==> src/rtl/rdh_pkg.sv <==
`default_nettype none
// ----------------------------------------------------------------------------
// rdh_pkg
// Shared types, widths and helpers of the radial distance histogram.
// ----------------------------------------------------------------------------
package rdh_pkg;

   localparam int NUM_BINS = 1024;
   localparam int POS_BITS = 24;

   localparam int BIN_IDX_BITS = $clog2(NUM_BINS);
   localparam int HIT_BITS     = $clog2(NUM_BINS + 1);
   localparam int CNT_BITS     = 32;
   localparam int MODE_BITS    = 2;

   // Register file
   localparam int WIDTH_BITS     = 23;
   localparam int BINS_REG_BITS  = 11;
   localparam int CSR_INDEX_BITS = 2;
   localparam int CSR_DATA_BITS  = WIDTH_BITS;

   // Arithmetic widths
   localparam int SQ_BITS   = 2 * POS_BITS;
   localparam int ROOT_BITS = POS_BITS;
   localparam int SUB_BITS  = (ROOT_BITS + 3 > WIDTH_BITS + 1) ? ROOT_BITS + 3
                                                               : WIDTH_BITS + 1;
   localparam int STEP_BITS = $clog2(ROOT_BITS);

   // Stream widths
   localparam int REQ_FIELD_BITS = 2 * POS_BITS + BIN_IDX_BITS;
   localparam int REQ_DATA_BITS  = ((REQ_FIELD_BITS + 7) / 8) * 8;
   localparam int RSP_FIELD_BITS = HIT_BITS + 3 * CNT_BITS;
   localparam int RSP_DATA_BITS  = ((RSP_FIELD_BITS + 7) / 8) * 8;

   typedef logic [MODE_BITS-1:0] mode_type;

   localparam mode_type MODE_ADD   = 2'd0;
   localparam mode_type MODE_ENDCF = 2'd1;
   localparam mode_type MODE_READ  = 2'd2;
   localparam mode_type MODE_CLEAR = 2'd3;

   localparam logic [CSR_INDEX_BITS-1:0] REG_BIN_WIDTH   = 2'd0;
   localparam logic [CSR_INDEX_BITS-1:0] REG_BINS_IN_USE = 2'd1;

   function automatic logic [CNT_BITS-1:0] sat_inc(input logic [CNT_BITS-1:0] v);
      sat_inc = (v == {CNT_BITS{1'b1}}) ? v : v + 1'b1;
   endfunction

   // Absolute value of a two's complement coordinate; the most negative
   // value maps to its unsigned magnitude.
   function automatic logic [POS_BITS-1:0] magnitude(input logic [POS_BITS-1:0] raw);
      magnitude = raw[POS_BITS-1] ? (~raw + 1'b1) : raw;
   endfunction

endpackage
`default_nettype wire

==> src/rtl/rdh_root_div.sv <==
`default_nettype none
// ----------------------------------------------------------------------------
// rdh_root_div
// Integer square root followed by integer division, one bit per cycle,
// both phases sharing one subtract-and-compare unit.
// ----------------------------------------------------------------------------
module rdh_root_div
   import rdh_pkg::*;
(
   input  wire logic                  clock,
   input  wire logic                  reset,
   input  wire logic                  start,
   input  wire logic [SQ_BITS-1:0]    radicand,
   input  wire logic [WIDTH_BITS-1:0] divisor,
   output logic                       done,
   output logic [ROOT_BITS-1:0]       quotient
);

   localparam logic [1:0] PH_IDLE = 2'd0;
   localparam logic [1:0] PH_SQRT = 2'd1;
   localparam logic [1:0] PH_DIV  = 2'd2;
   localparam logic [1:0] PH_DONE = 2'd3;

   logic [1:0]            phase_ff, phase_in;
   logic [STEP_BITS-1:0]  step_ff, step_in;
   logic [SQ_BITS-1:0]    rad_ff, rad_in;
   logic [SUB_BITS-1:0]   rem_ff, rem_in;
   logic [ROOT_BITS-1:0]  root_ff, root_in;
   logic [WIDTH_BITS-1:0] div_ff, div_in;

   logic [SUB_BITS-1:0]   op_a, op_b;
   logic [SUB_BITS:0]     diff;
   logic                  ge;

   // Shared unit: shifted remainder against trial value or divisor
   always_comb begin
      if (phase_ff == PH_SQRT) begin
         op_a = {rem_ff[SUB_BITS-3:0], rad_ff[SQ_BITS-1 -: 2]};
         op_b = SUB_BITS'({root_ff, 2'b01});
      end else begin
         op_a = {rem_ff[SUB_BITS-2:0], root_ff[ROOT_BITS-1]};
         op_b = SUB_BITS'(div_ff);
      end
      diff = {1'b0, op_a} - {1'b0, op_b};
      ge   = ~diff[SUB_BITS];
   end

   always_comb begin
      phase_in = phase_ff;
      step_in  = step_ff;
      rad_in   = rad_ff;
      rem_in   = rem_ff;
      root_in  = root_ff;
      div_in   = div_ff;
      case (phase_ff)
         PH_IDLE: begin
            if (start) begin
               phase_in = PH_SQRT;
               step_in  = STEP_BITS'(ROOT_BITS - 1);
               rad_in   = radicand;
               rem_in   = '0;
               root_in  = '0;
               div_in   = divisor;
            end
         end
         PH_SQRT, PH_DIV: begin
            rem_in  = ge ? diff[SUB_BITS-1:0] : op_a;
            root_in = {root_ff[ROOT_BITS-2:0], ge};
            rad_in  = {rad_ff[SQ_BITS-3:0], 2'b00};
            step_in = step_ff - 1'b1;
            if (step_ff == '0) begin
               step_in = STEP_BITS'(ROOT_BITS - 1);
               if (phase_ff == PH_SQRT) begin
                  // Start the division from a clean remainder
                  rem_in   = '0;
                  phase_in = PH_DIV;
               end else begin
                  phase_in = PH_DONE;
               end
            end
         end
         default: begin
            phase_in = PH_IDLE;
         end
      endcase
   end

   always_ff @(posedge clock) begin
      if (reset) begin
         phase_ff <= PH_IDLE;
      end else begin
         phase_ff <= phase_in;
      end
      step_ff <= step_in;
      rad_ff  <= rad_in;
      rem_ff  <= rem_in;
      root_ff <= root_in;
      div_ff  <= div_in;
   end

   assign done     = (phase_ff == PH_DONE);
   assign quotient = root_ff;

endmodule
`default_nettype wire
==> config.mk <==
export PLATFORM = sky130hd
export DESIGN_NAME = rdh_root_div
export DESIGN_NICKNAME = d
export VERILOG_FILES = /design/src/rtl/rdh_pkg.sv /design/src/rtl/rdh_root_div.sv
export SDC_FILE = /design/constraint.sdc
export NUM_CORES = 1
export LEC_CHECK = 0
export ABC_AREA = 1
export BUFFER_PORTS_ARGS = -buffer_cell sky130_fd_sc_hd__buf_2
export CAP_MARGIN = 20
export CORE_ASPECT_RATIO = 0.9
export CORE_MARGIN = 1.5
export CORE_UTILIZATION = 53
export CTS_BUF_LIST = sky130_fd_sc_hd__clkbuf_8 sky130_fd_sc_hd__clkbuf_16
export CTS_CLUSTER_SIZE = 25
export DETAILED_ROUTE_END_ITERATION = 8
export GPL_ROUTABILITY_DRIVEN = 0
export HOLD_SLACK_MARGIN = 0.12
export PLACE_DENSITY_LB_ADDON = 0.3
export SETUP_SLACK_MARGIN = 0.4
export SYNTH_ARGS = -nofsm -noshare
export SYNTH_HDL_FRONTEND = slang
export SYNTH_SLANG_ARGS = --single-unit
export TNS_END_PERCENT = 50
==> constraint.sdc <==
create_clock -name clock -period 5.61 [get_ports clock]
set_clock_uncertainty 0.05 [all_clocks]
set_input_delay 0.561 -clock clock [delete_from_list [all_inputs] [get_ports clock]]
set_output_delay 0.561 -clock clock [all_outputs]
set_load 0.01 [all_outputs]
== Yosys cells after proc, flatten, opt, wreduce, memory -nomap -nowiden ==
Index checks and enable logic that the tools add are counted.

* Register bits after elaboration: 128
* Logic and storage cells: 39
* Input port bits: 74
* Output and inout port bits: 25

* Bitwise gates (word level): 1
* Reduce and logical (&&, ||, !) cells: 7
* Mux-type cells: 18
* Add/subtract/negate cells: 2
* Equality and inequality tests: 5

{| class="wikitable"
|+ Operators by type and width
! cell !! count
|-
| $mux W26 || 5
|-
| $pmux W48 S2 || 1
|-
| $pmux W26 S2 || 1
|-
| $mux W48 || 1
|-
| $pmux W24 S2 || 1
|-
| $sub A27 B26 Y28 || 1
|-
| $mux W27 || 1
|-
| $mux W24 || 1
|-
| $mux W5 || 2
|-
| $pmux W5 S2 || 1
|-
| $reduce_and A2 Y1 || 3
|-
| $logic_not A5 Y1 || 1
|-
| $sub A5 B1 Y5 const B || 1
|-
| $eq A2 B2 Y1 const B || 2
|-
| $mux W2 || 2
|-
| $ne A2 B2 Y1 const B || 2
|-
| $pmux W2 S2 || 1
|-
| $eq A2 B1 Y1 const B || 1
|-
| $logic_not A2 Y1 || 1
|-
| $reduce_bool A2 Y1 || 1
|-
| $reduce_or A2 Y1 || 1
|-
| $mux W1 || 1
|-
| $not A1 Y1 || 1
|}

== Longest topological paths before layout ==
* Word-level depth: 7
* Depth in mapped cells: 20
* Mapped depth without buffers: 19

== Worst setup path before layout ==
No wires, ideal clock.

* Path kind: register -> register
* Start: register phase_ff[0]
* End: register phase_ff[0]
* Data arrival time: 5.754 ns
* Cell stages (with the launch flop): 8
* Library setup time: 0.083 ns
* Buffers on the path: 0
* Data required time: 5.477 ns
* Period minus slack after synthesis: 5.887 ns
* Path slack: -0.277 ns
* Path through: dfxtp_1 > inv_1 > ha_1 > inv_1 > nor2_1 > nor2_1 > o211ai_1 > a21oi_1

* Cells in the longest elaborated chain, start to end: 4
* Elaborated cells between the ends (all ways): 10
* Those cells by class: 4 x eq/ne; 3 x mux; 3 x reduce/logical

{| class="wikitable"
|+ Ends and longest elaborated chain
! element !! RTL line !! RTL
|-
| start: declaration || rdh_root_div.sv:24 || <nowiki>logic [1:0] phase_ff, phase_in;</nowiki>
|-
| start signal: assignment || rdh_root_div.sv:92 || <nowiki>phase_ff <= phase_in;</nowiki>
|-
| $eq A2 B1 Y1 or $eq A2 B2 Y1 (tied branches) || rdh_root_div.sv:55, rdh_root_div.sv:73 ||
|-
| $mux W1 or $reduce_or A2 Y1 (tied branches) || rdh_root_div.sv:73, rdh_root_div.sv:55 ||
|-
| $mux W2 or $ne A2 B2 Y1 (tied branches) || -- ||
|-
| $pmux W2 S2 or $reduce_and A2 Y1 (tied branches) || -- ||
|}

Parallel ways exist; a longest one is shown, timed or not. The select of a mux whose other input is x is not followed.
A chain may end at the register's enable or synchronous reset.

== Final worst setup path ==
* Start: register phase_ff[1]
* End: register rem_ff[2], data pin

* Cells in the longest elaborated chain, start to end: 7
* Elaborated cells between the ends (all ways): 11
* Those cells by class: 1 x add/sub; 2 x eq/ne; 6 x mux; 2 x reduce/logical

{| class="wikitable"
|+ Ends and longest elaborated chain
! element !! RTL line !! RTL
|-
| $eq A2 B1 Y1 || rdh_root_div.sv:37, rdh_root_div.sv:55, rdh_root_div.sv:73 ||
|-
| $mux W27 or $mux W26 (tied branches) || rdh_root_div.sv:37 || <nowiki>if (phase_ff == PH_SQRT) begin</nowiki>
|-
| $sub A27 B26 Y28 || rdh_root_div.sv:44 || <nowiki>diff = {1'b0, op_a} - {1'b0, op_b};</nowiki>
|-
| $mux W26 || rdh_root_div.sv:67 || <nowiki>rem_in = ge ? diff[SUB_BITS-1:0] : op_a;</nowiki>
|-
| $mux W26 || rdh_root_div.sv:73 || <nowiki>if (phase_ff == PH_SQRT) begin</nowiki>
|-
| $mux W26 || rdh_root_div.sv:71 || <nowiki>if (step_ff == '0) begin</nowiki>
|-
| $pmux W26 S2 (*) || rdh_root_div.sv:55 || <nowiki>case (phase_ff)</nowiki>
|-
| end signal: assignment || rdh_root_div.sv:96 || <nowiki>rem_ff <= rem_in;</nowiki>
|-
| end: declaration || rdh_root_div.sv:27 || <nowiki>logic [SUB_BITS-1:0] rem_ff, rem_in;</nowiki>
|}

Every way passes the cells marked *; elsewhere a longest branch is shown, timed or not.

==> results.txt <==
----------------------------------------------------
[Logic synthesis]
  Top cell types by occurrence after synthesis ... sky130_fd_sc_hd__nand2_1 (379), sky130_fd_sc_hd__inv_1 (148), sky130_fd_sc_hd__edfxtp_1 (126)
  Number of distinct standard cells referenced by the synthesized netlist ... 34
  Share of synthesized registers carrying an async set or reset ... 0%
  Library cell with the largest summed area after synthesis ... sky130_fd_sc_hd__edfxtp_1
  Area share of the largest cell type after synthesis ... between 40 and 50%
  Syn. warnings ... 0
  Predominant post-synthesis flop cell ... sky130_fd_sc_hd__edfxtp_1
  Most common cell in the netlist ... sky130_fd_sc_hd__nand2_1
  FF+latch count, synth ... 128
  Post-Syn Area ... approximately 7800 sq um
  Sequential fraction of the synthesis area ... between 40% and 50%
  Per-instance average area after synthesis ... just over 8 sq um
  Synthesized instance count ... between 900 and 1000
  Area contributors post-synth ... sky130_fd_sc_hd__edfxtp_1 (49%), sky130_fd_sc_hd__nand2_1 (18%), sky130_fd_sc_hd__inv_1 (7.2%)
  Post-Syn Nets ... 1061
  Number of enable-type register cells in the synthesized netlist ... roughly 130

[Drt]
  Detailed Route WL ... ~18000 um
  Post-detailed-route via-to-cell ratio ... roughly 5.1
  Drt drc ... 0
  Antenna-violating nets left ... 0
  WL per Instance ... 14.56 um
  Total iterations of the first detailed-routing run ... 6
  Via Count ... 6395
  Iteration-0 DRC count of the detailed router ... 598

[STA]
  Setup violations, final ... 0
  Final critical path time including I/O delays and setup ... approximately 4.4 ns
  Setup repair after global routing missed its margin ... false
  Maximum clock frequency ... 227.6 MHz
  Least-Margin Pin Slew ... 1.015 ns
  Portion of the clock cycle consumed by the worst path in the final layout ... 78.32%
  Max_slew headroom ... around a third
  Number of slew-limit violations in the final report ... 0
  Number of hold violations in the final report ... 0
  Sum of negative setup slack ... 0 ns

[Finish]
  Final nets ... roughly 1200
  Post-route design area ... just over 9000 sq um
  Fraction of layout cells with a size suffix above 1 ... ~14%
  Antenna diode instance count ... 0
  Number of cells in the finished layout apart from fillers ... 1256
  Area delta synth->final ... 16.74%
  Final cell utilization of the core ... roughly 64%

[Critical path]
  Worst R2R Start ... phase_ff[1]
  Required time at the endpoint of the critical path ... between 5 and 6 ns
  Type of the worst setup path ... reg -> reg
  Critical register-to-register path endpoint ... rem_ff[2]
  Register-to-Register Setup Slack ... roughly 1.2 ns
  Arrival @ worst endpoint ... between 4 and 5 ns
  Logic depth of the worst register-to-register path ... 16
  Crit Path Max Fanout ... 33
  CP endpoint kind ... flop
  Category of the worst setup path launch point ... flop

[Global route]
  Wire length of the first global-routing pass ... around 30000 um
  Number of antenna violations at the first check in global routing ... 0
  Via count of the first global-routing pass ... slightly above 6000
  Pin count of the biggest net entering global routing ... 80
  Total congestion overflow ... 0
  GRT Util Overall ... approximately 25%

[Clock network]
  Number of setup buffers added after CTS ... 0
  H-tree depth ... 4
  Number of clock buffers inserted by TritonCTS ... 17
  Hold buffers post-CTS ... 0
  Clock Sinks ... approximately 130
  CTS tree ... yes
  Clock-pin slew reported for the worst setup and hold paths after clock tree synthesis ... 0.06 ns
  Cell chosen for the clock root ... sky130_fd_sc_hd__clkbuf_16
  Clk buf depth ... 2
  Later-pin clock latency in the skew report ... ~0.42 ns
  Resized cells post-CTS ... 0

[Placed design]
  Post-place instance area ... around 8400 sq um
  Detailed Place HPWL ... approximately 13000 um
  Total placed cells including tap cells ... 1224
  Port Buffer Count ... 98

[Die]
  Site row count ... 41
  Number of placed I/O pins ... 99
  Die Span X ... 130.5 um
  Placeable core region ... 14160 sq um
  Starting Density ... a little over half
  Die height ... 117.8 um
  Die area ... around 15000 sq um

[Hold path]
  Hold Path Stages ... 1
  Min-delay worst type ... in -> reg
  WHS Endpoint ... div_ff[7]
  Hold Startpoint ... divisor[7]

[Status]
  Run status ... finished clean

[Job]
  Max-cap check violation count ... 0

----------------------------------------------------
-- area by class of cell --
type / instances / area, sq um
clock inverters: 15 / 211.5
clock buffers: 17 / 425.4
multi-input cells: 649 / 3246
fillers: 1196 / 5101
well taps: 193 / 241.5
flip-flops and latches: 128 / 3824
inverters: 151 / 569.3
repair buffers: 103 / 540.5
-- worst max path at each step --
stage,startpoint,to,slack [ns]
6_report,phase_ff[1],rem_ff[2],1.22
5_1_grt,phase_ff[1],rem_ff[0],0.92
4_1_cts,phase_ff[1],rem_ff[0],1.31
3_5_place_dp,phase_ff[1],rem_ff[0],1.32
3_3_place_gp,phase_ff[1],rem_ff[0],1.48
2_1_floorplan,phase_ff[0],phase_ff[0],1.57
-- cells in the final DEF, fill, tap and decap left out, types with 2 or more instances in the layout --
| cell | instances |
|---|---|
| sky130_fd_sc_hd__nand4_1 | 5 |
| sky130_fd_sc_hd__or2_2 | 8 |
| sky130_fd_sc_hd__a21oi_2 | 3 |
| sky130_fd_sc_hd__bufinv_16 | 5 |
| sky130_fd_sc_hd__nand2_2 | 3 |
| sky130_fd_sc_hd__dfxtp_1 | 2 |
| sky130_fd_sc_hd__mux2i_1 | 31 |
| sky130_fd_sc_hd__xnor2_1 | 7 |
| sky130_fd_sc_hd__inv_6 | 4 |
| sky130_fd_sc_hd__xor2_1 | 6 |
| sky130_fd_sc_hd__a21oi_1 | 24 |
| sky130_fd_sc_hd__o21bai_1 | 2 |
| sky130_fd_sc_hd__nand3b_1 | 7 |
| sky130_fd_sc_hd__nand3_1 | 28 |
| sky130_fd_sc_hd__ha_1 | 32 |
| sky130_fd_sc_hd__inv_1 | 148 |
| sky130_fd_sc_hd__nand2_1 | 379 |
| sky130_fd_sc_hd__clkinv_1 | 6 |
| sky130_fd_sc_hd__buf_2 | 98 |
| sky130_fd_sc_hd__o21ai_0 | 18 |
| sky130_fd_sc_hd__nor2_1 | 69 |
| sky130_fd_sc_hd__o21ai_1 | 17 |
| sky130_fd_sc_hd__edfxtp_1 | 126 |
| sky130_fd_sc_hd__buf_4 | 4 |
| sky130_fd_sc_hd__clkbuf_16 | 17 |
-- critical path, cell delays in order (launching register included) --
cell and delay (ns):
sky130_fd_sc_hd__dfxtp_1 0.34, sky130_fd_sc_hd__inv_1 0.12, sky130_fd_sc_hd__ha_1 0.81, sky130_fd_sc_hd__inv_1 0.36
sky130_fd_sc_hd__or2_2 0.36, sky130_fd_sc_hd__o21ai_0 0.11, sky130_fd_sc_hd__inv_1 0.08, sky130_fd_sc_hd__ha_1 0.35
sky130_fd_sc_hd__nand2_1 0.11, sky130_fd_sc_hd__nor2_1 0.26, sky130_fd_sc_hd__nand2_1 0.11, sky130_fd_sc_hd__nor2_1 0.14
sky130_fd_sc_hd__nand2_2 0.15, sky130_fd_sc_hd__nand2_4 0.37, sky130_fd_sc_hd__inv_4 0.17, sky130_fd_sc_hd__a21oi_1 0.17
sky130_fd_sc_hd__nor2_1 0.06
-- stage by stage --
step	setup slack, ns	hold WS, ns
finish	1.216	0.2637
global route	0.9179	0.2473
CTS	1.308	0.2560
detailed placement	1.323	0.4536
global placement	1.479	0.4480
floorplan	1.565	0.4443
-- cell families (layout without fill, tap and decap cells) --
group | Yosys count | after routing | share of synthesized area [%]
AND/OR/NAND/NOR | 503 | 503 | 25.80
buffers and inverters | 176 | 286 | 9.015
flip-flops | 128 | 128 | 49.28
AO/OA/AOI/OAI | 68 | 68 | 4.854
adder cells (fa/ha/maj) | 34 | 34 | 5.580
multiplexers | 31 | 31 | 3.999
XOR/XNOR | 13 | 13 | 1.468
-- layer usage --
| metal | share of wire (%) | global-route usage [%] | vias to the layer above | wire [um] |
|---|---|---|---|---|
| met4 | 1.9 | 7.830 | 0 | 342 |
| met5 | 0 | 0 | - | 0 |
| met1 | 45 | 35.48 | 2889 | 8202 |
| met3 | 8.7 | 7.136 | 26 | 1592 |
| met2 | 45 | 38.72 | 265 | 8153 |
| li1 | - | - | 3215 | - |
-- state kept, by name, indices dropped and copies added, names as in the netlist --
name and cells:
rad_ff 48, rem_ff 26, phase_ff 2, div_ff 23, quotient 24, step_ff 5
Power is not shown: default switching activity piles up to over one toggle a cycle in this logic, so the estimate is an artifact.
